## src/hdl/ratio_to_float32_core_macros.svh

```systemverilog
// assertion macros shared by the ratio to float32 core
`ifndef RATIO_TO_FLOAT32_CORE_MACROS_SVH
`define RATIO_TO_FLOAT32_CORE_MACROS_SVH

`ifndef NO_ASSERTIONS

// same-cycle implication, disabled during reset
`define R2F_ASSERT_IMPL(label, clk, rstn, ante, cons) \
    label: assert property (@(posedge clk) disable iff (!(rstn)) (ante) |-> (cons)) \
        else $error("r2f check failed");

// next-cycle implication, disabled during reset
`define R2F_ASSERT_NEXT(label, clk, rstn, ante, cons) \
    label: assert property (@(posedge clk) disable iff (!(rstn)) (ante) |=> (cons)) \
        else $error("r2f check failed");

`else

`define R2F_ASSERT_IMPL(label, clk, rstn, ante, cons)
`define R2F_ASSERT_NEXT(label, clk, rstn, ante, cons)

`endif

`endif

```

## src/hdl/r2f_pkg.sv

```systemverilog
// shared types, constants and helpers of the ratio to float32 core
`default_nettype none

package r2f_pkg;

    localparam int WORD_BITS = 64;
    localparam int FRAC_BITS = 23;
    localparam int QUO_BITS  = FRAC_BITS + 1;
    localparam int EXP_BIAS  = 127;
    localparam int POS_W     = 7;
    localparam int EXP_W     = 8;

    // exponent window in which the scaling shift stays within 0..63
    localparam logic signed [EXP_W-1:0] EXP_MAX = EXP_W'(FRAC_BITS);
    localparam logic signed [EXP_W-1:0] EXP_MIN = EXP_W'(FRAC_BITS - WORD_BITS + 1);

    // data handed from cell to cell along the divider chain
    typedef struct packed {
        logic [WORD_BITS-1:0]        rem;
        logic [QUO_BITS-1:0]         low;
        logic [QUO_BITS-1:0]         quo;
        logic [WORD_BITS-1:0]        den;
        logic signed [EXP_W-1:0]     expo;
        logic                        zero;
        logic                        ok;
    } cell_t;

    // position of the highest set bit counted from 1, zero for a zero word
    function automatic logic [POS_W-1:0] lead_pos(input logic [WORD_BITS-1:0] v);
        logic [POS_W-1:0] p;
        p = '0;
        for (int i = 0; i < WORD_BITS; i++) begin
            if (v[i]) begin
                p = POS_W'(i + 1);
            end
        end
        return p;
    endfunction

endpackage

`default_nettype wire

```

## src/hdl/r2f_cell.sv

```systemverilog
// one restoring divider cell: produces one quotient bit per request
`default_nettype none

`include "ratio_to_float32_core_macros.svh"

module r2f_cell (
    input  wire logic           aclk,
    input  wire logic           aresetn,
    input  wire logic           in_valid,
    output logic                in_ready,
    input  wire r2f_pkg::cell_t in_data,
    output logic                out_valid,
    input  wire logic           out_ready,
    output r2f_pkg::cell_t      out_data
);
    import r2f_pkg::*;

    logic                 vld_reg;
    cell_t                data_reg;
    cell_t                data_next;
    logic [WORD_BITS:0]   trial;
    logic [WORD_BITS:0]   diff;
    logic                 qbit;

    assign in_ready = !vld_reg || out_ready;

    // shift in the next dividend bit, subtract the divisor when it fits
    always_comb begin
        trial         = {in_data.rem, in_data.low[QUO_BITS-1]};
        diff          = trial - {1'b0, in_data.den};
        qbit          = (trial >= {1'b0, in_data.den});
        data_next     = in_data;
        data_next.rem = qbit ? diff[WORD_BITS-1:0] : trial[WORD_BITS-1:0];
        data_next.low = {in_data.low[QUO_BITS-2:0], 1'b0};
        data_next.quo = {in_data.quo[QUO_BITS-2:0], qbit};
    end

    always_ff @(posedge aclk) begin
        if (!aresetn) begin
            vld_reg <= 1'b0;
        end else if (in_ready) begin
            vld_reg <= in_valid;
        end
        if (in_ready && in_valid) begin
            data_reg <= data_next;
        end
    end

    assign out_valid = vld_reg;
    assign out_data  = data_reg;

    // partial remainder always stays below the divisor
    `R2F_ASSERT_IMPL(a_cell_rem_below_den, aclk, aresetn,
        vld_reg && data_reg.ok && !data_reg.zero,
        data_reg.rem < data_reg.den)

endmodule

`default_nettype wire

```

## config.mk

```make
export PLATFORM = sky130hd
export DESIGN_NAME = r2f_cell
export DESIGN_NICKNAME = d
export VERILOG_FILES = /design/src/hdl/r2f_pkg.sv /design/src/hdl/r2f_cell.sv
export VERILOG_INCLUDE_DIRS = /design/src /design/src/hdl
export SDC_FILE = /design/constraint.sdc
export NUM_CORES = 1
export LEC_CHECK = 0
export BUFFER_PORTS_ARGS = -buffer_cell sky130_fd_sc_hd__buf_2
export CAP_MARGIN = 40
export CORE_MARGIN = 3
export CORE_UTILIZATION = 30
export CTS_BUF_LIST = sky130_fd_sc_hd__clkbuf_4 sky130_fd_sc_hd__clkbuf_8
export DETAILED_ROUTE_END_ITERATION = 6
export MAX_ROUTING_LAYER = met4
export SLEW_MARGIN = 20
export SYNTH_ARGS = -nofsm -noshare
export SYNTH_HDL_FRONTEND = slang
export SYNTH_SLANG_ARGS = --single-unit
export TNS_END_PERCENT = 5
```

## constraint.sdc

```tcl
create_clock -name aclk -period 13.9 [get_ports aclk]
set_input_delay 0.695 -clock aclk [delete_from_list [all_inputs] [get_ports aclk]]
set_output_delay 0.695 -clock aclk [all_outputs]
set_load 0.02 [all_outputs]
```

* Word-level counts from Yosys, hierarchy flattened
Cells that the tools add are included.
** Operators by class
- Multiplexer cells :: 1
- Reductions and logical operators :: 3
- Add/sub/neg operators :: 1
- Order comparisons :: 1
** Operators by type and width (count)
- $ge 65x64->1 :: 1
- $mux 64 :: 1
- $sub 64x64->64 :: 1
- $logic_and 1x1->1 :: 1
- $logic_not 1->1 :: 1
- $logic_or 1x1->1 :: 1
** Storage, ports and cells
- Word-level logic and storage cells :: 14
- Output and inout bits :: 188
- Register bits :: 186
- Input port bits :: 190

* Logic depth before layout (Yosys ltp)
- Depth in word-level cells :: 3
- Gate-level depth with buffers :: 15
- Gate-level depth less buffers :: 13

* Worst setup path before layout
No wires, ideal clock.
- Kind :: input -> register
- From :: in out_ready
- To :: reg data_reg (netlist bit out_data[0]) (enable)
- Arrival :: 5.210 ns
- Setup time :: 0.567 ns
- Buffers on the path :: 0
- Required time :: 13.333 ns
- Path slack :: 8.123 ns
- Stages :: 2
- Cell sequence :: nand2b_1 > and2_1
** On the way
- Cells in the longest elaborated chain, start to end :: 2
** Ends and longest elaborated chain
- start: declaration :: line r2f_cell.sv:13 : input wire logic out_ready,
- $logic_or 1x1->1 :: line r2f_cell.sv:25 : assign in_ready = !vld_reg || out_ready;
- $logic_and 1x1->1 :: line r2f_cell.sv:44 : if (in_ready && in_valid) begin
- end signal: assignment :: line r2f_cell.sv:45 : data_reg <= data_next;
- end: declaration :: line r2f_cell.sv:19 : cell_t data_reg;
Every way passes these cells.
A chain may end at the register's enable or synchronous reset.

==> reports/qor.txt <==
Main synth FF type -> edfxtp_1
Pre-antenna DRT Iters -> 5
Post-synthesis xor/xnor area fraction -> 5.04%
Die area -> 37000 sq um
Layout Nets -> 1558
Multi-input logic area -> 4320 sq um
Initial core utilization -> 30.8%
# setup viols final -> 0
Crit path arrival time -> 4630 ps
Max capacitance violation total -> 0
Netlist cell types -> 66
Adder-cell area share of the yosys netlist -> 7.88%
Number of flops mapped to enable cells by yosys -> 185
Num ports -> 378
Max frequency -> 0.228 GHz
Power density cells -> 112 nW/um^2
Number of synthesized register bits -> 186
Share of the synthesized area in the top cell type -> 53.3%
CORE AREA -> 33900 sq um
Clock root buffer -> clkbuf_8
GP Congestion -> 0.885
Setup TNS -> 0 ps
Fin crit share -> 31.5%
Syn nets -> 1188
Simple-Gate Fraction of Synth Area -> 10.0%
Cell area after synthesis -> 10400 sq um
Post-cts repair resize count -> 0
Leakage power -> 0.00584 uW
Vias in the first global route -> 8372
Synthesis-to-finish area growth -> 26.1%
Async set-or-reset flop fraction in the synthesized netlist -> 0%
CTS Sinks -> 186
Synth Instances -> 933
Cell Rows -> 67
Worst-case clock buffer depth -> 2
# H-tree levels -> 4
Min Tclk post-route -> 4380 ps
Die W -> 192 um
Mean area per synthesized cell -> 11.2 sq um
Critical path peak fanout -> 3
Placed Instances -> 1732
Post-CTS Setup Bufs -> 0
Clk_skew -> 13.5 ps
DR iter-0 viols -> 479
RSZ-0062 raised after global routing -> no
CTS tree -> yes
First-pass GRT wire length -> 46200 um
CP Class -> in -> reg
Share of cells above drive strength 1 -> 33.7%
Maximum VDD drop -> 0.0000669 V
Least-Margin Pin Slew -> 726 ps
Die height -> 192 um
Via-to-Cell Ratio -> 4.78
Largest family of logic cells by synthesized area -> compound AO/OA/AOI/OAI gates
Synthesis Warnings -> 0
Residual DRC -> 0
Overflow after GRT -> 0
Final WL -> 31300 um
PnR worst setup slack -> 9520 ps
Port Buf Inserts -> 375
Clk slew on worst S/H paths -> 110 ps
Filler Cell Count -> 3401
Pre-CTS WS -> 9020 ps
Synth area leader -> edfxtp_1
Mux cell area share after synthesis -> 2.40%
Non-Filler Instances -> 1768
CTS buffer count -> 17
Largest net degree at the start of global routing -> 57
GRT Util Overall -> 16.8%
Status -> finished clean
Wire per inst -> 17.7 um
Synth top area cells -> edfxtp_1 (53%), ha_1 (7.7%), a21oi_1 (5.5%), inv_1 (3.0%), nor2_1 (2.9%)
Dpl hpwl -> 25400 um
Slew Limit Fails -> 0
Sequential area share after synthesis -> 53.5%
Startpoint types -> input port
Detail Route Antenna Nets -> 0
Via count -> 8458
Register Area -> 5580 sq um
Slew headroom -> 51.3%
Worst hold path class -> in -> reg
Compound-Gate Fraction of Synth Area -> 16.1%
# hold bufs at CTS -> 0
Worst path required time -> 14150 ps
Hold Vio Cnt, Final -> 0
Skew-Pair Late Insertion Delay -> 500 ps
Crit. End Element -> flop
Initial antenna violation count -> 4
==> worst paths after layout <==
path / start / end / slack (ps) / depth (start not counted)
min reg2reg: out_valid / out_valid / 610 / 2
max reg2reg: out_valid / out_data[0] / 11800 / 4
min: in_data[8] / out_data[8] / 370 / 1
max: in_data[121] / out_data[184] / 9520 / 14
==> layout by cell type, fill, tap and decap left out, drive strengths merged, types with 2 or more instances in the layout <==
cell / n
and3: 7
xor2: 29
and4: 4
nor4: 5
o21a: 9
a31oi: 11
or2: 2
nand4: 16
edfxtp: 185
nor3: 10
o21ai: 38
a221oi: 3
nor2b: 7
inv: 88
a211oi: 9
or3: 2
a21oi: 117
and2: 6
clkinv: 5
bufinv: 2
o21bai: 13
xnor2: 31
buf: 382
o22ai: 2
nand2: 63
a21o: 29
mux2: 16
nor2: 80
nand2b: 4
clkbuf: 20
o2111ai: 3
ha: 64
diode: 4
o211ai: 6
a41oi: 2
o311ai: 2
a21boi: 5
nand3: 14
o31ai: 3
==> critical path, stage by stage <==
cell,delay (ps)
buf_2,100
inv_1,40
ha_1,210
fa_1,420
nor2b_1,180
o2111ai_1,210
a211oi_1,460
o311ai_1,270
a211oi_1,700
a21oi_1,290
o211ai_1,430
a221oi_1,160
xnor2_1,170
mux2_4,270
==> flip-flops by register name, indices dropped and copies added (netlist names) <==
signal	count
out_data	185
out_valid	1
==> per-layer routing <==
| metal | wire length, um | part of all wire, % | up-vias | GRT usage [%] |
|---|---|---|---|---|
| met1 | 13300 | 42 | 3940 | 20.3 |
| met3 | 2760 | 8.8 | 20 | 5.30 |
| met4 | 353 | 1.1 | 0 | 3.75 |
| met5 | 0 | 0 | - | - |
| met2 | 14900 | 48 | 328 | 27.8 |
| li1 | - | - | 4170 | - |
==> synth_stat cells (2+ instances only) <==
library cell	instances
a221oi_1	3
or3_1	2
o21ai_1	3
mux2_4	16
a21oi_1	115
o21bai_1	12
xnor2_1	31
xor2_1	29
inv_1	84
nor4_1	5
or2_2	2
o2111ai_1	3
a21boi_0	5
and3_1	7
a31oi_1	10
a21oi_2	2
nand2b_1	4
ha_1	64
nand4_1	16
o211ai_1	6
buf_6	12
a211oi_1	9
and4_1	4
nor3_1	10
o21a_1	9
and2_1	5
nand2_1	63
o31ai_1	3
nor2b_1	7
a21o_1	29
nor2_1	80
a41oi_1	2
edfxtp_1	185
clkbuf_1	17
o21ai_0	35
nand3_1	14
==> power by group <==
group	switching, uW	internal [uW]
clock network	212	168
logic	247	155
registers	9.75	678
total	468	1000
==> per-stage QoR <==
stage	power (uW)	cell area, sq um	util, %	hold slack, ps
5_1_grt	1550	13100	38.8	315
6_report	1470	13100	38.8	368
3_5_place_dp	1110	12700	37.6	578
4_1_cts	1490	13100	38.8	306
2_1_floorplan	977	10400	-	750
3_3_place_gp	1100	12700	37.5	574
==> cell type report <==
type	count	share of cell area, %
diodes	4	0.0761
clock buffers	20	1.95
clock inverters	12	1.05
inverters	84	2.40
multi-input cells	632	32.9
flip-flops and latches	186	42.4
well taps	448	4.26
repair buffers	382	15.0
==> cells by family (layout without fill, tap and decap cells) <==
family | after synthesis | count (layout)
buf+inv | 115 | 498
flops | 186 | 186
xor+xnor | 60 | 60
simple gates | 225 | 225
other cells | 1 | 5
mux | 17 | 17
fa+ha+maj | 65 | 65
compound gates | 264 | 264
Note: power is estimated with default switching activity, not from simulation.
