<file path="src/hdl/ratio_to_float32_core_macros.svh">
// assertion macros shared by the ratio to float32 core
`ifndef RATIO_TO_FLOAT32_CORE_MACROS_SVH
`define RATIO_TO_FLOAT32_CORE_MACROS_SVH

`ifndef NO_ASSERTIONS

// same-cycle implication, disabled during reset
`define R2F_ASSERT_IMPL(label, clk, rstn, ante, cons) \
    label: assert property (@(posedge clk) disable iff (!(rstn)) (ante) |-> (cons)) \
        else $error("r2f check failed");

// next-cycle implication, disabled during reset
`define R2F_ASSERT_NEXT(label, clk, rstn, ante, cons) \
    label: assert property (@(posedge clk) disable iff (!(rstn)) (ante) |=> (cons)) \
        else $error("r2f check failed");

`else

`define R2F_ASSERT_IMPL(label, clk, rstn, ante, cons)
`define R2F_ASSERT_NEXT(label, clk, rstn, ante, cons)

`endif

`endif

</file>
<file path="src/hdl/r2f_pkg.sv">
// shared types, constants and helpers of the ratio to float32 core
`default_nettype none

package r2f_pkg;

    localparam int WORD_BITS = 64;
    localparam int FRAC_BITS = 23;
    localparam int QUO_BITS  = FRAC_BITS + 1;
    localparam int EXP_BIAS  = 127;
    localparam int POS_W     = 7;
    localparam int EXP_W     = 8;

    // exponent window in which the scaling shift stays within 0..63
    localparam logic signed [EXP_W-1:0] EXP_MAX = EXP_W'(FRAC_BITS);
    localparam logic signed [EXP_W-1:0] EXP_MIN = EXP_W'(FRAC_BITS - WORD_BITS + 1);

    // data handed from cell to cell along the divider chain
    typedef struct packed {
        logic [WORD_BITS-1:0]        rem;
        logic [QUO_BITS-1:0]         low;
        logic [QUO_BITS-1:0]         quo;
        logic [WORD_BITS-1:0]        den;
        logic signed [EXP_W-1:0]     expo;
        logic                        zero;
        logic                        ok;
    } cell_t;

    // position of the highest set bit counted from 1, zero for a zero word
    function automatic logic [POS_W-1:0] lead_pos(input logic [WORD_BITS-1:0] v);
        logic [POS_W-1:0] p;
        p = '0;
        for (int i = 0; i < WORD_BITS; i++) begin
            if (v[i]) begin
                p = POS_W'(i + 1);
            end
        end
        return p;
    endfunction

endpackage

`default_nettype wire

</file>
<file path="src/hdl/r2f_round.sv">
// rounding, renormalization and packing into the output register
`default_nettype none

`include "ratio_to_float32_core_macros.svh"

module r2f_round (
    input  wire logic           aclk,
    input  wire logic           aresetn,
    input  wire logic           in_valid,
    output logic                in_ready,
    input  wire r2f_pkg::cell_t in_data,
    output logic                m_valid,
    input  wire logic           m_ready,
    output logic [31:0]         m_float_bits,
    output logic                m_valid_res
);
    import r2f_pkg::*;

    logic                m_valid_reg;
    logic [31:0]         bits_reg;
    logic [31:0]         bits_next;
    logic                res_reg;
    logic [WORD_BITS:0]  twice_rem;
    logic [WORD_BITS:0]  den_ext;
    logic                round_up;
    logic [QUO_BITS:0]   q_round;
    logic [FRAC_BITS:0]  mant;
    logic [EXP_W:0]      bexp;

    assign in_ready = !m_valid_reg || m_ready;

    // round to nearest, ties to even; a carry to 2^24 halves the significand
    always_comb begin
        twice_rem = {in_data.rem, 1'b0};
        den_ext   = {1'b0, in_data.den};
        round_up  = (twice_rem > den_ext) || ((twice_rem == den_ext) && in_data.quo[0]);
        q_round   = {1'b0, in_data.quo} + (QUO_BITS + 1)'(round_up);
        mant      = q_round[QUO_BITS] ? q_round[QUO_BITS:1] : q_round[FRAC_BITS:0];
        bexp      = {in_data.expo[EXP_W-1], in_data.expo} + (EXP_W + 1)'(EXP_BIAS)
                    + (EXP_W + 1)'(q_round[QUO_BITS]);
        if (in_data.ok && !in_data.zero) begin
            bits_next = {1'b0, bexp[EXP_W-1:0], mant[FRAC_BITS-1:0]};
        end else begin
            bits_next = '0;
        end
    end

    always_ff @(posedge aclk) begin
        if (!aresetn) begin
            m_valid_reg <= 1'b0;
        end else if (in_ready) begin
            m_valid_reg <= in_valid;
        end
        if (in_ready && in_valid) begin
            bits_reg <= bits_next;
            res_reg  <= in_data.ok;
        end
    end

    assign m_valid      = m_valid_reg;
    assign m_float_bits = bits_reg;
    assign m_valid_res  = res_reg;

    // a checked nonzero quotient leaves the chain normalized
    `R2F_ASSERT_IMPL(a_round_quo_normal, aclk, aresetn,
        in_valid && in_data.ok && !in_data.zero,
        in_data.quo[QUO_BITS-1])

    // a failed request carries an all-zero pattern
    `R2F_ASSERT_IMPL(a_round_fail_zero, aclk, aresetn,
        m_valid_reg && !res_reg,
        bits_reg == '0)

    // a request taken from the chain shows up at the output next cycle
    `R2F_ASSERT_NEXT(a_round_take_shows, aclk, aresetn,
        in_valid && in_ready,
        m_valid_reg)

endmodule

`default_nettype wire

</file>
<file path="config.mk">
export PLATFORM = sky130hd
export DESIGN_NAME = r2f_round
export DESIGN_NICKNAME = d
export VERILOG_FILES = /design/src/hdl/r2f_pkg.sv /design/src/hdl/r2f_round.sv
export VERILOG_INCLUDE_DIRS = /design/src /design/src/hdl
export SDC_FILE = /design/constraint.sdc
export NUM_CORES = 1
export LEC_CHECK = 0
export BUFFER_PORTS_ARGS = -buffer_cell sky130_fd_sc_hd__buf_2
export CORE_MARGIN = 1.5
export CORE_UTILIZATION = 25
export DETAILED_ROUTE_END_ITERATION = 8
export SYNTH_ARGS = -nofsm -noshare
export SYNTH_HDL_FRONTEND = slang
export SYNTH_SLANG_ARGS = --single-unit
</file>
<file path="constraint.sdc">
create_clock -name aclk -period 5.51 [get_ports aclk]
set_input_delay 0.551 -clock aclk [delete_from_list [all_inputs] [get_ports aclk]]
set_output_delay 0.551 -clock aclk [all_outputs]
set_load 0.005 [all_outputs]
</file>
Word-level counts from Yosys, hierarchy flattened
Index checks and enable logic that the tools add are counted.
{"block": "word_totals", "register_bits": 34, "inputBits": 190, "out_inout_bits": 35}
{"block": "classes", "add_sub_neg": 3, "order_cmp": 1, "n_eq_ne": 1, "n_mux": 1, "reduce_logical": 7}
{"cell": "== test 65 x 64 -> 1 bit", "n": 1}
{"cell": "greater-than comparator 65 x 64 -> 1 bit", "n": 1}
{"cell": "adder 24 x 1 -> 25 bit", "n": 1}
{"cell": "2-to-1 mux 23 bit", "n": 1}
{"cell": "adder 8 x 1 -> 8 bit", "n": 1}
{"cell": "adder 8 bit, second input constant", "n": 1}
{"cell": "logical AND 1 bit", "n": 3}
{"cell": "zero test 1 bit", "n": 2}
{"cell": "logical OR 1 bit", "n": 2}

Logic depth before layout (Yosys ltp)
{"block": "depth", "depth_word": 5, "depth_mapped": 19, "mapped_depth_nobuf": 18}

Least setup slack after synthesis
No wires, ideal clock.
{"block": "synth_path", "path_type": "input port to flip-flop", "start": "input in_data[22] (netlist bit)", "end": "register bits_reg[27] (netlist: m_float_bits[27]), data pin", "setup_ns": 0.266, "t_arrival_ns": 3.790, "required_ns": 5.244, "setup_slack_ns": 1.454, "cell_stages": 19, "n_path_buf": 1, "cell_sequence": "inv_1 ha_1 nand2_1 nor2_1 or4b_2 nor2_1 nor4_1 o211ai_1 o31a_1 ha_1 ha_1 nand3_1 or3_1 buf_2 ha_1 ha_1 nand2_1 xor2_1 nor2_1"}
{"block": "synth_between", "elab_chain_cells": 5}
{"item": "start, declared", "line": "r2f_round.sv:11", "source": "input wire r2f_pkg::cell_t in_data,"}
{"item": "branches (longest 2 deep; another with greater-than comparator 65 x 64 -> 1 bit)"}
{"item": "logical OR 1 bit (*)", "line": "r2f_round.sv:36", "source": "round_up = (twice_rem > den_ext) || ((twice_rem == den_ext) && in_data.quo[0]);"}
{"item": "adder 24 x 1 -> 25 bit (*)", "line": "r2f_round.sv:37", "source": "q_round = {1'b0, in_data.quo} + (QUO_BITS + 1)'(round_up);"}
{"item": "adder 8 x 1 -> 8 bit (*)", "line": "r2f_round.sv:40", "source": "+ (EXP_W + 1)'(q_round[QUO_BITS]);"}
{"item": "end signal, assigned", "line": "r2f_round.sv:55", "source": "bits_reg <= bits_next;"}
{"item": "end, declared", "line": "r2f_round.sv:20", "source": "logic [31:0] bits_reg;"}
Every way passes the cells marked *.
A chain may end at the register's enable or synchronous reset.

Worst setup path in the final report
{"block": "layout_path", "start": "input in_data[22] (netlist bit)", "end": "register bits_reg[29] (netlist: m_float_bits[29]), data pin"}
Same word-level chain as after synthesis.

==> load_flow_metrics.sql <==
INSERT INTO impl_metrics (metric_group, metric, value, unit) VALUES
('run_status', 'outcome', 'complete, no violations', ''),
('cts', 'max-clock-path-buffers', '2', ''),
('synthesis', 'post_synth_fa_ha_maj_area_fraction', '25.0', '%'),
('cts', 'htreeDepth', '2', ''),
('cts', 'tritoncts_num_sinks', '33', ''),
('routing', 'final_antenna_net_count', '0', ''),
('synthesis', 'synth_compound_gate_area_share', '11.4', '%'),
('worst_hold_path', 'holdCritPathClass', 'in -> reg', ''),
('synthesis', 'synth_top_family_by_area', 'adder cells', ''),
('synthesis', 'syn_avg_cell_area', '8.61', 'sq um'),
('global_route', 'antenna_found_initial', '0', ''),
('cts', 'path_clk_slew', '0.05', 'ns'),
('synthesis', 'ys_seq_area_share', '29.2', '%'),
('synthesis', 'synthesized_cell_area', '0.00336', 'sq mm'),
('timing', 'final-hold-violation-count', '0', ''),
('worst_setup_path', 'crit_type', 'in -> reg', ''),
('synthesis', 'synth-xor-area-share', '6.26', '%'),
('worst_setup_path', 'r2r.worst_path.cells', '3', ''),
('timing', 'slew_headroom', '54.5', '%'),
('floorplanning', 'initial_cell_density_of_the_core', '25.5', '%'),
('floorplanning', 'die_w', '119', 'um'),
('cells_and_area', 'final_layout_size_suffix_gt1_share', '35.9', '%'),
('power_and_ir_drop', 'max-vdd-ir-drop', '0.102', 'mV'),
('synthesis', 'post_synth_and_or_nand_nor_area_fraction', '19.5', '%'),
('routing', 'wirelength', '9.42', 'mm'),
('cts', 'tritoncts', 'done', ''),
('power_and_ir_drop', 'p_per_area', '168', 'mW/mm^2'),
('worst_hold_path', 'min_path_cells', '1', ''),
('cells_and_area', 'diodes', '0', ''),
('worst_setup_path', 'critPathRequiredTime', '5.51', 'ns'),
('cts', 'cts_setup_buffers', '0', ''),
('worst_setup_path', 'critical_path_arrival', '4.30', 'ns'),
('cells_and_area', 'stdcell_count', '769', ''),
('global_route', 'grt_first_pass_wirelength', '15.5', 'mm'),
('global_route', 'global_route.overflow_total', '0', ''),
('worst_setup_path', 'critPathMaxFanout', '7', ''),
('synthesis', 'synth.yosys.warnings', '0', ''),
('synthesis', 'synthDominantCellAreaShare', '28.6', '%'),
('placed_design', 'io_buffer_count', '199', ''),
('routing', 'detailroute.via_count', '3462', ''),
('global_route', 'pin_count_of_the_biggest_net_entering_global_routing', '33', ''),
('worst_setup_path', 'reg2reg_from', 'm_valid$_SDFFE_PN0N_', ''),
('global_route', 'grt_pass1_vias', '3503', ''),
('cells_and_area', 'largest_register_ffs', '31', ''),
('cells_and_area', 'final_nets', '849', ''),
('cts', 'cts_made_buffers', '5', ''),
('global_route', 'gr-usage-all-layers', '13.3', '%'),
('timing', 'worstMarginPinSlew', '0.683', 'ns'),
('synthesis', 'ys_ff_latch', '33', ''),
('cts', 'clk-insertion-delay-late', '0.28', 'ns'),
('floorplanning', 'die_h', '119', 'um'),
('worst_hold_path', 'min_to', 'm_valid_res$_DFFE_PP_', ''),
('power_and_ir_drop', 'leakagePower', '0.00245', 'uW'),
('routing', 'drt_pre_antenna_iters', '4', ''),
('synthesis', 'postSynthNetCount', '647', ''),
('worst_setup_path', 'r2r_setup_slack', '4.23', 'ns'),
('routing', 'via_per_instance_ratio', '4.50', ''),
('worst_setup_path', 'regToRegEndpoint', 'm_float_bits[15]$_SDFFCE_PN0P_', ''),
('synthesis', 'synthMuxAreaShare', '0.298', '%'),
('routing', 'drtIter0Drc', '146', ''),
('cts', 'cts.root.buffer_cell', 'clkbuf_16', ''),
('floorplanning', 'top_level_ports', '225', ''),
('worst_hold_path', 'worst_hold_startpoint', 'in_data[0]', ''),
('synthesis', 'netlist_instances', '390', ''),
('cts', 'cts_stage_hold_buffer_count', '0', ''),
('cells_and_area', 'area_delta_synth_final', '39.8', '%'),
('floorplanning', 'coreArea', '0.0132', 'sq mm'),
('timing', 'timing.fmax', '233', 'MHz'),
('placed_design', 'hpwl', '8.28', 'mm'),
('worst_setup_path', 'worstSetupStartpointType', 'input port', ''),
('timing', 'slew_viol_final', '0', '');
[per-layer routing]
| layer | vias up | track usage, % | routed length, um |
|---|---|---|---|
| met5 | - | 0 | 0 |
| met3 | 7 | 2.16 | 572 |
| met2 | 133 | 25.7 | 4800 |
| li1 | 1771 | - | - |
| met1 | 1551 | 15.1 | 3960 |
| met4 | 0 | 3.16 | 91 |
[where the power goes]
| group | internal (uW) | leakage (uW) | switching (uW) |
|---|---|---|---|
| sequential | 294 | 0.000327 | 4.17 |
| combinational | 110 | 0.00205 | 112 |
| clock | 166 | 0.0000706 | 100 |
| total | 570 | 0.00245 | 216 |
[worst max-delay path by stage]
stage	cells past startpoint	startpoint	end
detailed placement	19	in_data[22]	m_float_bits[29]$_SDFFCE_PN0P_
floorplan	19	in_data[22]	m_float_bits[27]$_SDFFCE_PN0P_
global placement	18	in_data[24]	m_float_bits[29]$_SDFFCE_PN0P_
finish	19	in_data[22]	m_float_bits[29]$_SDFFCE_PN0P_
global route	19	in_data[57]	m_float_bits[28]$_SDFFCE_PN0P_
CTS	19	in_data[22]	m_float_bits[29]$_SDFFCE_PN0P_
[placed cells by master (no fill, tap or decap), types with 6 or more instances in the layout]
master	instances
nand3_1	17
inv_1	67
nand4_1	12
nor2_1	33
buf_2	199
o21ai_0	19
xnor2_1	6
a211oi_1	6
nand2_1	32
edfxtp_1	32
xor2_1	18
a21oi_1	26
ha_1	67
[final cells by class]
class,instances,area [sq um]
clock inverter,2,10.0
multi-input combinational,285,2100
tap,176,220
timing repair buffer,200,1000
sequential,33,981
fill,1372,8500
clock buffer,6,129
inverter,67,251
[worst max-delay path, cell delays in order]
cell and delay [ns]:
buf_2 0.07, inv_1 0.03, ha_1 0.28, nand2_1 0.07, nor2_1 0.13, or4b_2 0.63
nor2_1 0.12, nor4_1 0.07, o211ai_1 0.18, o31a_1 0.18, ha_1 0.22, ha_1 0.28
nand3_1 0.17, or3_1 0.54, ha_1 0.25, ha_1 0.22, nand2_1 0.09, xor2_1 0.15
nor2_1 0.05
[metrics by stage]
stage,hold WS (ns),instance area [sq um],power (uW),utilization [%],setup WS (ns)
floorplan,0.537,3360,414,-,1.45
global placement,0.538,4560,518,34.5,0.873
detailed placement,0.550,4560,528,34.5,0.845
CTS,0.475,4690,794,35.6,1.13
global route,0.482,4690,838,35.6,0.825
finish,0.481,4690,787,35.6,1.21
[cells in the mapped netlist (all sizes together)]
library cell and n:
inv 67, nand2 32, ha 67, mux2i 1, xor2 18, and3 6, nand4 13, buf 3
a21oi 26, a21o 1, o21ai 19, and2 2, o31a 1, o211ai 1, a31oi 1, or2 1
nor3 5, o41ai 1, conb 1, nor3b 1, nand4b 1, clkbuf 2, a21boi 1, nor2 33
xnor2 6, or3 3, nand2b 3, nand3 17, and4 4, a2111oi 1, or4b 1, o311a 1
a221oi 3, edfxtp 32, a211oi 7, o31ai 1, nor2b 1, dfxtp 1, nor4 5
[cell families after synthesis]
family | Yosys count
buf+inv | 72
mux | 1
simple gates | 128
fa+ha+maj | 67
xor+xnor | 24
other cells | 1
compound gates | 64
flops | 33
Note: power is estimated with default switching activity, not from simulation.
