$ cat src/hdl/ratio_to_float32_core_macros.svh
// assertion macros shared by the ratio to float32 core
`ifndef RATIO_TO_FLOAT32_CORE_MACROS_SVH
`define RATIO_TO_FLOAT32_CORE_MACROS_SVH

`ifndef NO_ASSERTIONS

// same-cycle implication, disabled during reset
`define R2F_ASSERT_IMPL(label, clk, rstn, ante, cons) \
    label: assert property (@(posedge clk) disable iff (!(rstn)) (ante) |-> (cons)) \
        else $error("r2f check failed");

// next-cycle implication, disabled during reset
`define R2F_ASSERT_NEXT(label, clk, rstn, ante, cons) \
    label: assert property (@(posedge clk) disable iff (!(rstn)) (ante) |=> (cons)) \
        else $error("r2f check failed");

`else

`define R2F_ASSERT_IMPL(label, clk, rstn, ante, cons)
`define R2F_ASSERT_NEXT(label, clk, rstn, ante, cons)

`endif

`endif

$ cat src/hdl/r2f_pkg.sv
// shared types, constants and helpers of the ratio to float32 core
`default_nettype none

package r2f_pkg;

    localparam int WORD_BITS = 64;
    localparam int FRAC_BITS = 23;
    localparam int QUO_BITS  = FRAC_BITS + 1;
    localparam int EXP_BIAS  = 127;
    localparam int POS_W     = 7;
    localparam int EXP_W     = 8;

    // exponent window in which the scaling shift stays within 0..63
    localparam logic signed [EXP_W-1:0] EXP_MAX = EXP_W'(FRAC_BITS);
    localparam logic signed [EXP_W-1:0] EXP_MIN = EXP_W'(FRAC_BITS - WORD_BITS + 1);

    // data handed from cell to cell along the divider chain
    typedef struct packed {
        logic [WORD_BITS-1:0]        rem;
        logic [QUO_BITS-1:0]         low;
        logic [QUO_BITS-1:0]         quo;
        logic [WORD_BITS-1:0]        den;
        logic signed [EXP_W-1:0]     expo;
        logic                        zero;
        logic                        ok;
    } cell_t;

    // position of the highest set bit counted from 1, zero for a zero word
    function automatic logic [POS_W-1:0] lead_pos(input logic [WORD_BITS-1:0] v);
        logic [POS_W-1:0] p;
        p = '0;
        for (int i = 0; i < WORD_BITS; i++) begin
            if (v[i]) begin
                p = POS_W'(i + 1);
            end
        end
        return p;
    endfunction

endpackage

`default_nettype wire

$ cat src/hdl/r2f_front.sv
// front end: leading-one search, exponent estimate and correction, numerator scaling
`default_nettype none

`include "ratio_to_float32_core_macros.svh"

module r2f_front (
    input  wire logic                          aclk,
    input  wire logic                          aresetn,
    input  wire logic                          in_valid,
    output logic                               in_ready,
    input  wire logic [r2f_pkg::WORD_BITS-1:0] in_num,
    input  wire logic [r2f_pkg::WORD_BITS-1:0] in_den,
    output logic                               out_valid,
    input  wire logic                          out_ready,
    output r2f_pkg::cell_t                     out_data
);
    import r2f_pkg::*;

    // stage a: operands and leading-one positions
    logic                    a_vld_reg;
    logic [WORD_BITS-1:0]    a_num_reg;
    logic [WORD_BITS-1:0]    a_den_reg;
    logic [POS_W-1:0]        a_ln_reg;
    logic [POS_W-1:0]        a_ld_reg;
    logic                    a_dz_reg;
    logic                    a_nz_reg;
    logic                    a_adv;

    // stage b: corrected exponent
    logic                    b_vld_reg;
    logic [WORD_BITS-1:0]    b_num_reg;
    logic [WORD_BITS-1:0]    b_den_reg;
    logic [POS_W-1:0]        b_ln_reg;
    logic signed [EXP_W-1:0] b_exp_reg;
    logic                    b_dz_reg;
    logic                    b_nz_reg;
    logic                    b_adv;
    logic signed [EXP_W-1:0] b_diff;
    logic                    b_neg;
    logic [POS_W-1:0]        b_mag;
    logic [WORD_BITS-1:0]    b_src;
    logic [WORD_BITS-1:0]    b_shifted;
    logic                    b_lt;
    logic signed [EXP_W-1:0] b_exp_next;

    // stage c: scaled numerator, entry of the divider chain
    logic                    c_vld_reg;
    cell_t                   c_data_reg;
    cell_t                   c_data_next;
    logic                    c_adv;
    logic signed [EXP_W-1:0] c_sh_full;
    logic [5:0]              c_sh;
    logic                    c_range_ok;
    logic                    c_ovf;
    logic [WORD_BITS-1:0]    c_scaled;

    assign a_adv    = !a_vld_reg || b_adv;
    assign b_adv    = !b_vld_reg || c_adv;
    assign c_adv    = !c_vld_reg || out_ready;
    assign in_ready = a_adv;

    always_ff @(posedge aclk) begin
        if (!aresetn) begin
            a_vld_reg <= 1'b0;
        end else if (a_adv) begin
            a_vld_reg <= in_valid;
        end
        if (a_adv && in_valid) begin
            a_num_reg <= in_num;
            a_den_reg <= in_den;
            a_ln_reg  <= lead_pos(in_num);
            a_ld_reg  <= lead_pos(in_den);
            a_dz_reg  <= (in_den == '0);
            a_nz_reg  <= (in_num == '0);
        end
    end

    // estimate from leading-one positions, lower by one if n < d * 2^e
    always_comb begin
        b_diff     = EXP_W'({1'b0, a_ln_reg}) - EXP_W'({1'b0, a_ld_reg});
        b_neg      = b_diff[EXP_W-1];
        b_mag      = b_neg ? POS_W'(-b_diff) : POS_W'(b_diff);
        b_src      = b_neg ? a_num_reg : a_den_reg;
        b_shifted  = b_src << b_mag;
        b_lt       = b_neg ? (b_shifted < a_den_reg) : (a_num_reg < b_shifted);
        b_exp_next = b_diff - EXP_W'(b_lt);
    end

    always_ff @(posedge aclk) begin
        if (!aresetn) begin
            b_vld_reg <= 1'b0;
        end else if (b_adv) begin
            b_vld_reg <= a_vld_reg;
        end
        if (b_adv && a_vld_reg) begin
            b_num_reg <= a_num_reg;
            b_den_reg <= a_den_reg;
            b_ln_reg  <= a_ln_reg;
            b_exp_reg <= b_exp_next;
            b_dz_reg  <= a_dz_reg;
            b_nz_reg  <= a_nz_reg;
        end
    end

    // shift range and overflow checks, then scale the numerator
    always_comb begin
        c_sh_full  = EXP_MAX - b_exp_reg;
        c_sh       = c_sh_full[5:0];
        c_range_ok = (b_exp_reg <= EXP_MAX) && (b_exp_reg >= EXP_MIN);
        c_ovf      = ({1'b0, b_ln_reg} + {2'b00, c_sh}) > 8'(WORD_BITS);
        c_scaled   = b_num_reg << c_sh;

        c_data_next      = '0;
        c_data_next.rem  = {{QUO_BITS{1'b0}}, c_scaled[WORD_BITS-1:QUO_BITS]};
        c_data_next.low  = c_scaled[QUO_BITS-1:0];
        c_data_next.den  = b_den_reg;
        c_data_next.expo = b_exp_reg;
        c_data_next.zero = b_nz_reg;
        c_data_next.ok   = !b_dz_reg && (b_nz_reg || (c_range_ok && !c_ovf));
    end

    always_ff @(posedge aclk) begin
        if (!aresetn) begin
            c_vld_reg <= 1'b0;
        end else if (c_adv) begin
            c_vld_reg <= b_vld_reg;
        end
        if (c_adv && b_vld_reg) begin
            c_data_reg <= c_data_next;
        end
    end

    assign out_valid = c_vld_reg;
    assign out_data  = c_data_reg;

    // a request that passes the checks enters the chain with an exponent in window
    `R2F_ASSERT_IMPL(a_front_exp_window, aclk, aresetn,
        c_vld_reg && c_data_reg.ok && !c_data_reg.zero,
        (c_data_reg.expo <= EXP_MAX) && (c_data_reg.expo >= EXP_MIN))

endmodule

`default_nettype wire

$ cat config.mk
export PLATFORM = sky130hd
export DESIGN_NAME = r2f_front
export DESIGN_NICKNAME = d
export VERILOG_FILES = /design/src/hdl/r2f_pkg.sv /design/src/hdl/r2f_front.sv
export VERILOG_INCLUDE_DIRS = /design/src /design/src/hdl
export SDC_FILE = /design/constraint.sdc
export NUM_CORES = 1
export LEC_CHECK = 0
export ABC_AREA = 0
export ABC_CLOCK_PERIOD_IN_PS = 16040
export BUFFER_PORTS_ARGS = -buffer_cell sky130_fd_sc_hd__buf_2
export CAP_MARGIN = 40
export CELL_PAD_IN_SITES_DETAIL_PLACEMENT = 1
export CELL_PAD_IN_SITES_GLOBAL_PLACEMENT = 2
export CORE_UTILIZATION = 40
export CTS_BUF_LIST = sky130_fd_sc_hd__clkbuf_8
export DETAILED_ROUTE_END_ITERATION = 10
export PLACE_DENSITY_LB_ADDON = 0.3
export SLEW_MARGIN = 20
export SYNTH_ARGS = -nofsm -noshare
export SYNTH_HDL_FRONTEND = slang
export SYNTH_SLANG_ARGS = --single-unit
export TNS_END_PERCENT = 20
$ cat constraint.sdc
create_clock -name aclk -period 16.04 [get_ports aclk]
set_input_delay 1.604 -clock aclk [delete_from_list [all_inputs] [get_ports aclk]]
set_output_delay 1.604 -clock aclk [all_outputs]
set_load 0.03 [all_outputs]
Word level (Yosys, flattened, before mapping)
Index checks and enable logic that the tools add are counted.

Register bits: 430. Latch bits: 0. Bits in writable memories: 0. Memory bits (read-only): 0. Input port bits: 132. Output and inout port bits: 188. Word-level logic and storage cells: 179. Memories: 0.

Add/subtract/negate cells: 5. Multiply operators: 0. Div/mod/pow operators: 0. Magnitude comparators: 5. Equal/unequal tests: 0. Shift operators: 2. Multiplexer cells: 129. Bitwise gates (word level): 0. Reductions and logical operators: 17.

Operators by type and width (count): 7-bit two-way mux (125); 64-bit logical NOT (2); 64-bit less-than comparator (2); 64-bit two-way mux (1); 64-bit by 6-bit << shifter with 64-bit output (1); 64-bit by 7-bit << shifter with 64-bit output (1); 7-bit by 6-bit adder with 8-bit output (1); 8-bit by 7-bit >= comparator with 1-bit output, second input constant (1); 8-bit by 7-bit greater-than comparator with 1-bit output, second input constant (1); 8-bit by 6-bit less-or-equal comparator with 1-bit output, second input constant (1); 7-bit by 7-bit subtractor with 8-bit output (1); 8-bit by 1-bit subtractor with 8-bit output (1); 7-bit negator (1); 1-bit logical AND (6); 6-bit subtractor, first input constant (1); 1-bit logical NOT (5); 1-bit logical OR (4); 1-bit two-way mux (3).

Depth between registers and ports, before layout
Depth after elaboration: 63. Gate-level depth with buffers: 32. Gate-level depth less buffers: 31.

Worst setup path before layout
No wires, ideal clock.

Path type: in2reg. Start point: in out_ready. End point: reg b_den_reg[0] (enable). Setup time: 871 ps. Data arrival time: 12163 ps. Data required time: 15169 ps. Slack: 3006 ps. Stages: 2. Buffers on the path: 0. Path through: nor2b_1 a21boi_0.

Word-level cells in the longest chain between the ends: 3.

RTL lines: start, declared (RTL line r2f_front.sv:14) `input wire logic out_ready,`; 1-bit logical OR (RTL line r2f_front.sv:59) `assign c_adv = !c_vld_reg || out_ready;`; 1-bit logical OR (RTL line r2f_front.sv:58) `assign b_adv = !b_vld_reg || c_adv;`; 1-bit logical AND (RTL line r2f_front.sv:95) `if (b_adv && a_vld_reg) begin`; end signal, assigned (RTL line r2f_front.sv:97) `b_den_reg <= a_den_reg;`; end, declared (RTL line r2f_front.sv:32) `logic [WORD_BITS-1:0] b_den_reg;`.

No other way between the ends. A chain may end at the register's enable or synchronous reset.

Final worst setup path
Start point: reg a_ln_reg[0]. End point: reg b_exp_reg[6], data pin.

Word-level cells in the longest chain between the ends: 7. Elaborated cells between the ends (all ways): 9. Those cells by class: add/sub (3); order compare (2); shift (1); mux (3).

RTL lines: start, declared (RTL line r2f_front.sv:23) `logic [POS_W-1:0] a_ln_reg;`; start signal, assigned (RTL line r2f_front.sv:71) `a_ln_reg <= lead_pos(in_num);`; 7-bit by 7-bit subtractor with 8-bit output * (RTL line r2f_front.sv:80) `b_diff = EXP_W'({1'b0, a_ln_reg}) - EXP_W'({1'b0, a_ld_reg});`; 7-bit negator (RTL line r2f_front.sv:82) `b_mag = b_neg ? POS_W'(-b_diff) : POS_W'(b_diff);`; 7-bit two-way mux (RTL line r2f_front.sv:82); 64-bit by 7-bit << shifter with 64-bit output (RTL line r2f_front.sv:84) `b_shifted = b_src << b_mag;`; 64-bit less-than comparator (RTL line r2f_front.sv:85) `b_lt = b_neg ? (b_shifted < a_den_reg) : (a_num_reg < b_shifted);`; 1-bit two-way mux (RTL line r2f_front.sv:85); 8-bit by 1-bit subtractor with 8-bit output * (RTL line r2f_front.sv:86) `b_exp_next = b_diff - EXP_W'(b_lt);`; named net b_exp_next[6] (RTL line r2f_front.sv:44) `logic signed [EXP_W-1:0] b_exp_next;`; end signal, assigned (RTL line r2f_front.sv:99) `b_exp_reg <= b_exp_next;`; end, declared (RTL line r2f_front.sv:34) `logic signed [EXP_W-1:0] b_exp_reg;`.

Mark *: on every way through the listed nets, which the timed path passes. The rest lies on a longest branch.

==> summary.txt <==
Outcome
  • Run status: finished clean

Pwr
  • Design Power: 5.25 mW
  • Lkg Pwr: 12.9 nW
  • Peak supply drop: 0.0895 mV
  • Cell area power density: 164 nW/um^2

Place
  • Port-buffer cells: 271
  • GP Congestion: 1.01
  • Inst Count DP: 3,705
  • Post-DP HPWL: 85.3 mm

STA
  • Setup-failing EPs final: 0
  • RSZ-0062 raised after global routing: false
  • Post-route setup TNS: 0 ns
  • Min cycle time layout: 8.60 ns
  • Slew @ Worst Pin: 0.980 ns
  • Max Fclk: 116 MHz
  • Slew headroom: 34.7%
  • Slew Viols, Final: 0
  • Final Skew: 0.0440 ns
  • Post-route clock period utilization: 53.6%
  • Final hold violations: 0

Setup path
  • Crit path DAT: 9.00 ns
  • Critical-path maximum fanout: 45
  • Reg2reg start: a_ln_reg[0]$_SDFFCE_PP0P_
  • Worst setup SP type: register
  • Req. time, crit path: 16.44 ns
  • Critical R2R Capture: b_exp_reg[6]$_DFFE_PP_
  • Register-to-Register Path Depth: 26
  • Reg2reg setup slack: 7.44 ns
  • Critical path class: reg -> reg
  • Crit end category: register

Synthesis
  • Synth Register Bits: 430
  • Simple-Gate Fraction of Synth Area: 12.5%
  • Syn Area/Cell: 10.9 sq um
  • Post-Syn Area: 28,100 sq um
  • Top post-synthesis cells by area: edfxtp_1 46%, mux4_2 8.2%, mux2i_1 6.9%, ha_1 6.4%, nand2_1 3.9%
  • Sequential area share after synthesis: 45.8%
  • Cells after synthesis: 2,586
  • Post-synth ARST share: 0%
  • Mux contribution to synthesized area: 16.5%
  • Dominant synthesized flop cell: edfxtp_1
  • Post-Synth XOR/XNOR Area: 0.800%
  • Synth Area in Compound Gates: 12.9%
  • Post-synth cell types: 90
  • Top-area cell type share of the netlist area: 45.6%
  • Yosys warnings: 0
  • Post-synth EDFFs: 427
  • Largest family of logic cells by synthesized area: multiplexers
  • Cell taking the most area after synthesis: edfxtp_1
  • Adder-cell area share of the yosys netlist: 6.50%

Clocking
  • TritonCTS buffer count: 74
  • CTS H-tree lvls: 3
  • Clk buf depth: 3
  • Clock Latency Late Sink: 0.69 ns
  • Clock sinks: 430
  • Post_cts resized: 0
  • Hold-fix buffers at CTS: 0
  • CTS tree: yes
  • CTS root buffer: clkbuf_8
  • Clk pin slew, worst setup/hold paths: 0.06 ns
  • Postcts setup bufs: 0

Finish
  • Max FFs per register: 138
  • Nets: 3,131
  • Cell Count, Final, Fillers Out: 3,845
  • Commonest cells after routing, fill and taps aside: 427 x edfxtp_1, 290 x nand2_1, 272 x buf_2, 255 x nor2_1, 195 x mux2i_1
  • FILL cells: 7,608
  • Area grow syn2layout: 13.5%
  • Layout cell share with drive strength beyond 1: 20.4%
  • Most common cell after layout, fill and taps aside: edfxtp_1

Route
  • Vias: 22,900
  • DRC violation total after the first TritonRoute iteration: 1,957
  • Via/cell ratio: 5.96
  • WL final: 108 mm
  • First-pass detailed-route iteration total: 5
  • Antenna-violating nets left: 0
  • Drc violations: 0
  • Post-DR wirelength/cell: 28.0 microns

Global route
  • Largest net degree at the start of global routing: 82
  • Initial antenna violation count: 7
  • Grt total ovfl: 0
  • All-Layer GR Usage: 30.0%
  • First-pass GRT wire length: 156 mm
  • Number of global-route vias before repair: 23,600

Die
  • Number of I/O pins: 320
  • Die width: 267 microns
  • FP Rows: 96
  • Die Footprint: 71,400 sq um
  • Initial Utilization: 40.7%
  • Core area: 69,100 sq um
  • Die height: 267 microns

Min path
  • Min-delay src: b_den_reg[23]$_DFFE_PP_
  • Hold path endpoint: out_data[33]$_DFFE_PP_
  • Worst hold-check path type: reg -> reg
  • Hold-critical path depth: 0

Flow run
  • Max_cap viols: 0
## metal layers
metal / share of wire (%) / GRT usage, % / up-vias
li1: - / - / 10200
met1: 42 / 39.2 / 11600
met2: 48 / 50.3 / 842
met3: 6.1 / 4.48 / 195
met4: 3.5 / 10.7 / 4
met5: 0.024 / 0 / -
## synthesized netlist by cell type, types with 11 or more instances
master and number:
a211oi_1 35, a21o_1 35, a21oi_1 137, a221oi_1 14
a31oi_1 22, and2_1 21, buf_1 19, buf_2 24
buf_4 58, clkbuf_1 72, edfxtp_1 427, ha_1 143
inv_1 132, mux2_2 31, mux2i_1 195, mux4_2 103
nand2_1 290, nand2b_1 14, nand3_1 39, nand4_1 32
nor2_1 256, nor2b_1 17, nor3_1 39, nor4_1 27
o211ai_1 23, o21a_1 11, o21ai_0 153, o31ai_1 13
xnor2_1 12
## worst max-delay path: stages, from the launching register on
cell      delay (ns)
edfxtp_1        0.39
inv_1           0.09
ha_2            0.18
inv_1           0.05
fa_2            0.52
buf_4           0.48
inv_1           0.26
ha_1            0.28
or3_4           0.43
xor2_4          0.15
buf_4           0.57
mux2i_1         0.77
mux4_2          0.47
mux2i_1         0.22
a221oi_1        0.68
ha_1            0.23
nand4_1         0.12
nor3_1          0.38
nand4_1         0.22
or3_1           0.43
nor4b_1         0.41
o22ai_1         0.16
ha_1            0.26
ha_1            0.23
nand2_1         0.09
or3_1           0.13
nand2_1         0.06
## worst max path at each step
stage | start | end | cells past startpoint
6_report | a_ln_reg[0]$_SDFFCE_PP0P_ | b_exp_reg[6]$_DFFE_PP_ | 26
5_1_grt | a_ln_reg[0]$_SDFFCE_PP0P_ | b_exp_reg[6]$_DFFE_PP_ | 28
4_1_cts | a_ln_reg[0]$_SDFFCE_PP0P_ | b_exp_reg[6]$_DFFE_PP_ | 29
3_5_place_dp | a_ln_reg[0]$_SDFFCE_PP0P_ | b_exp_reg[6]$_DFFE_PP_ | 29
3_3_place_gp | a_ln_reg[0]$_SDFFCE_PP0P_ | b_exp_reg[6]$_DFFE_PP_ | 29
2_1_floorplan | out_ready | b_den_reg[0]$_DFFE_PP_ | 2
## per-stage QoR
stage | setup slack, ns | hold slack [ns] | util, % | area, sq um
after floorplan | 3.01 | 0.400 | - | 28300
after global placement | 7.67 | 0.402 | 43.9 | 30300
after detailed placement | 7.65 | 0.405 | 44.1 | 30400
after CTS | 7.60 | 0.403 | 46.1 | 31800
after global routing | 7.19 | 0.418 | 46.2 | 31900
final | 7.44 | 0.409 | 46.2 | 31900
## area by class of cell
| cell class | count | area [sq um] | area share [%] |
|---|---|---|---|
| Clock buffer | 75 | 1030 | 3.23 |
| Clock inverter | 56 | 375 | 1.18 |
| Multi-Input combinational cell | 1891 | 14100 | 44.2 |
| Timing Repair Buffer | 319 | 1830 | 5.73 |
| Antenna cell | 5 | 12.5 | 0.0392 |
| Inverter | 138 | 518 | 1.62 |
| Sequential cell | 430 | 12900 | 40.3 |
| Tap cell | 931 | 1160 | 3.65 |
## kinds of logic (layout without fill, tap and decap cells)
family	count (synthesis)	in the layout
compound gates	560	560
xor+xnor	21	21
fa+ha+maj	145	145
buf+inv	312	588
flops	430	430
mux	331	331
other cells	1	53
simple gates	786	786
## power breakdown
group          internal, mW  leakage, nW  switching [mW]
registers              1.34         4.05          0.0741
logic                 0.992         8.07            1.85
clock network         0.505        0.791           0.481
total                  2.84         12.9            2.40
No activity file was read; power rests on OpenSTA's default activity.
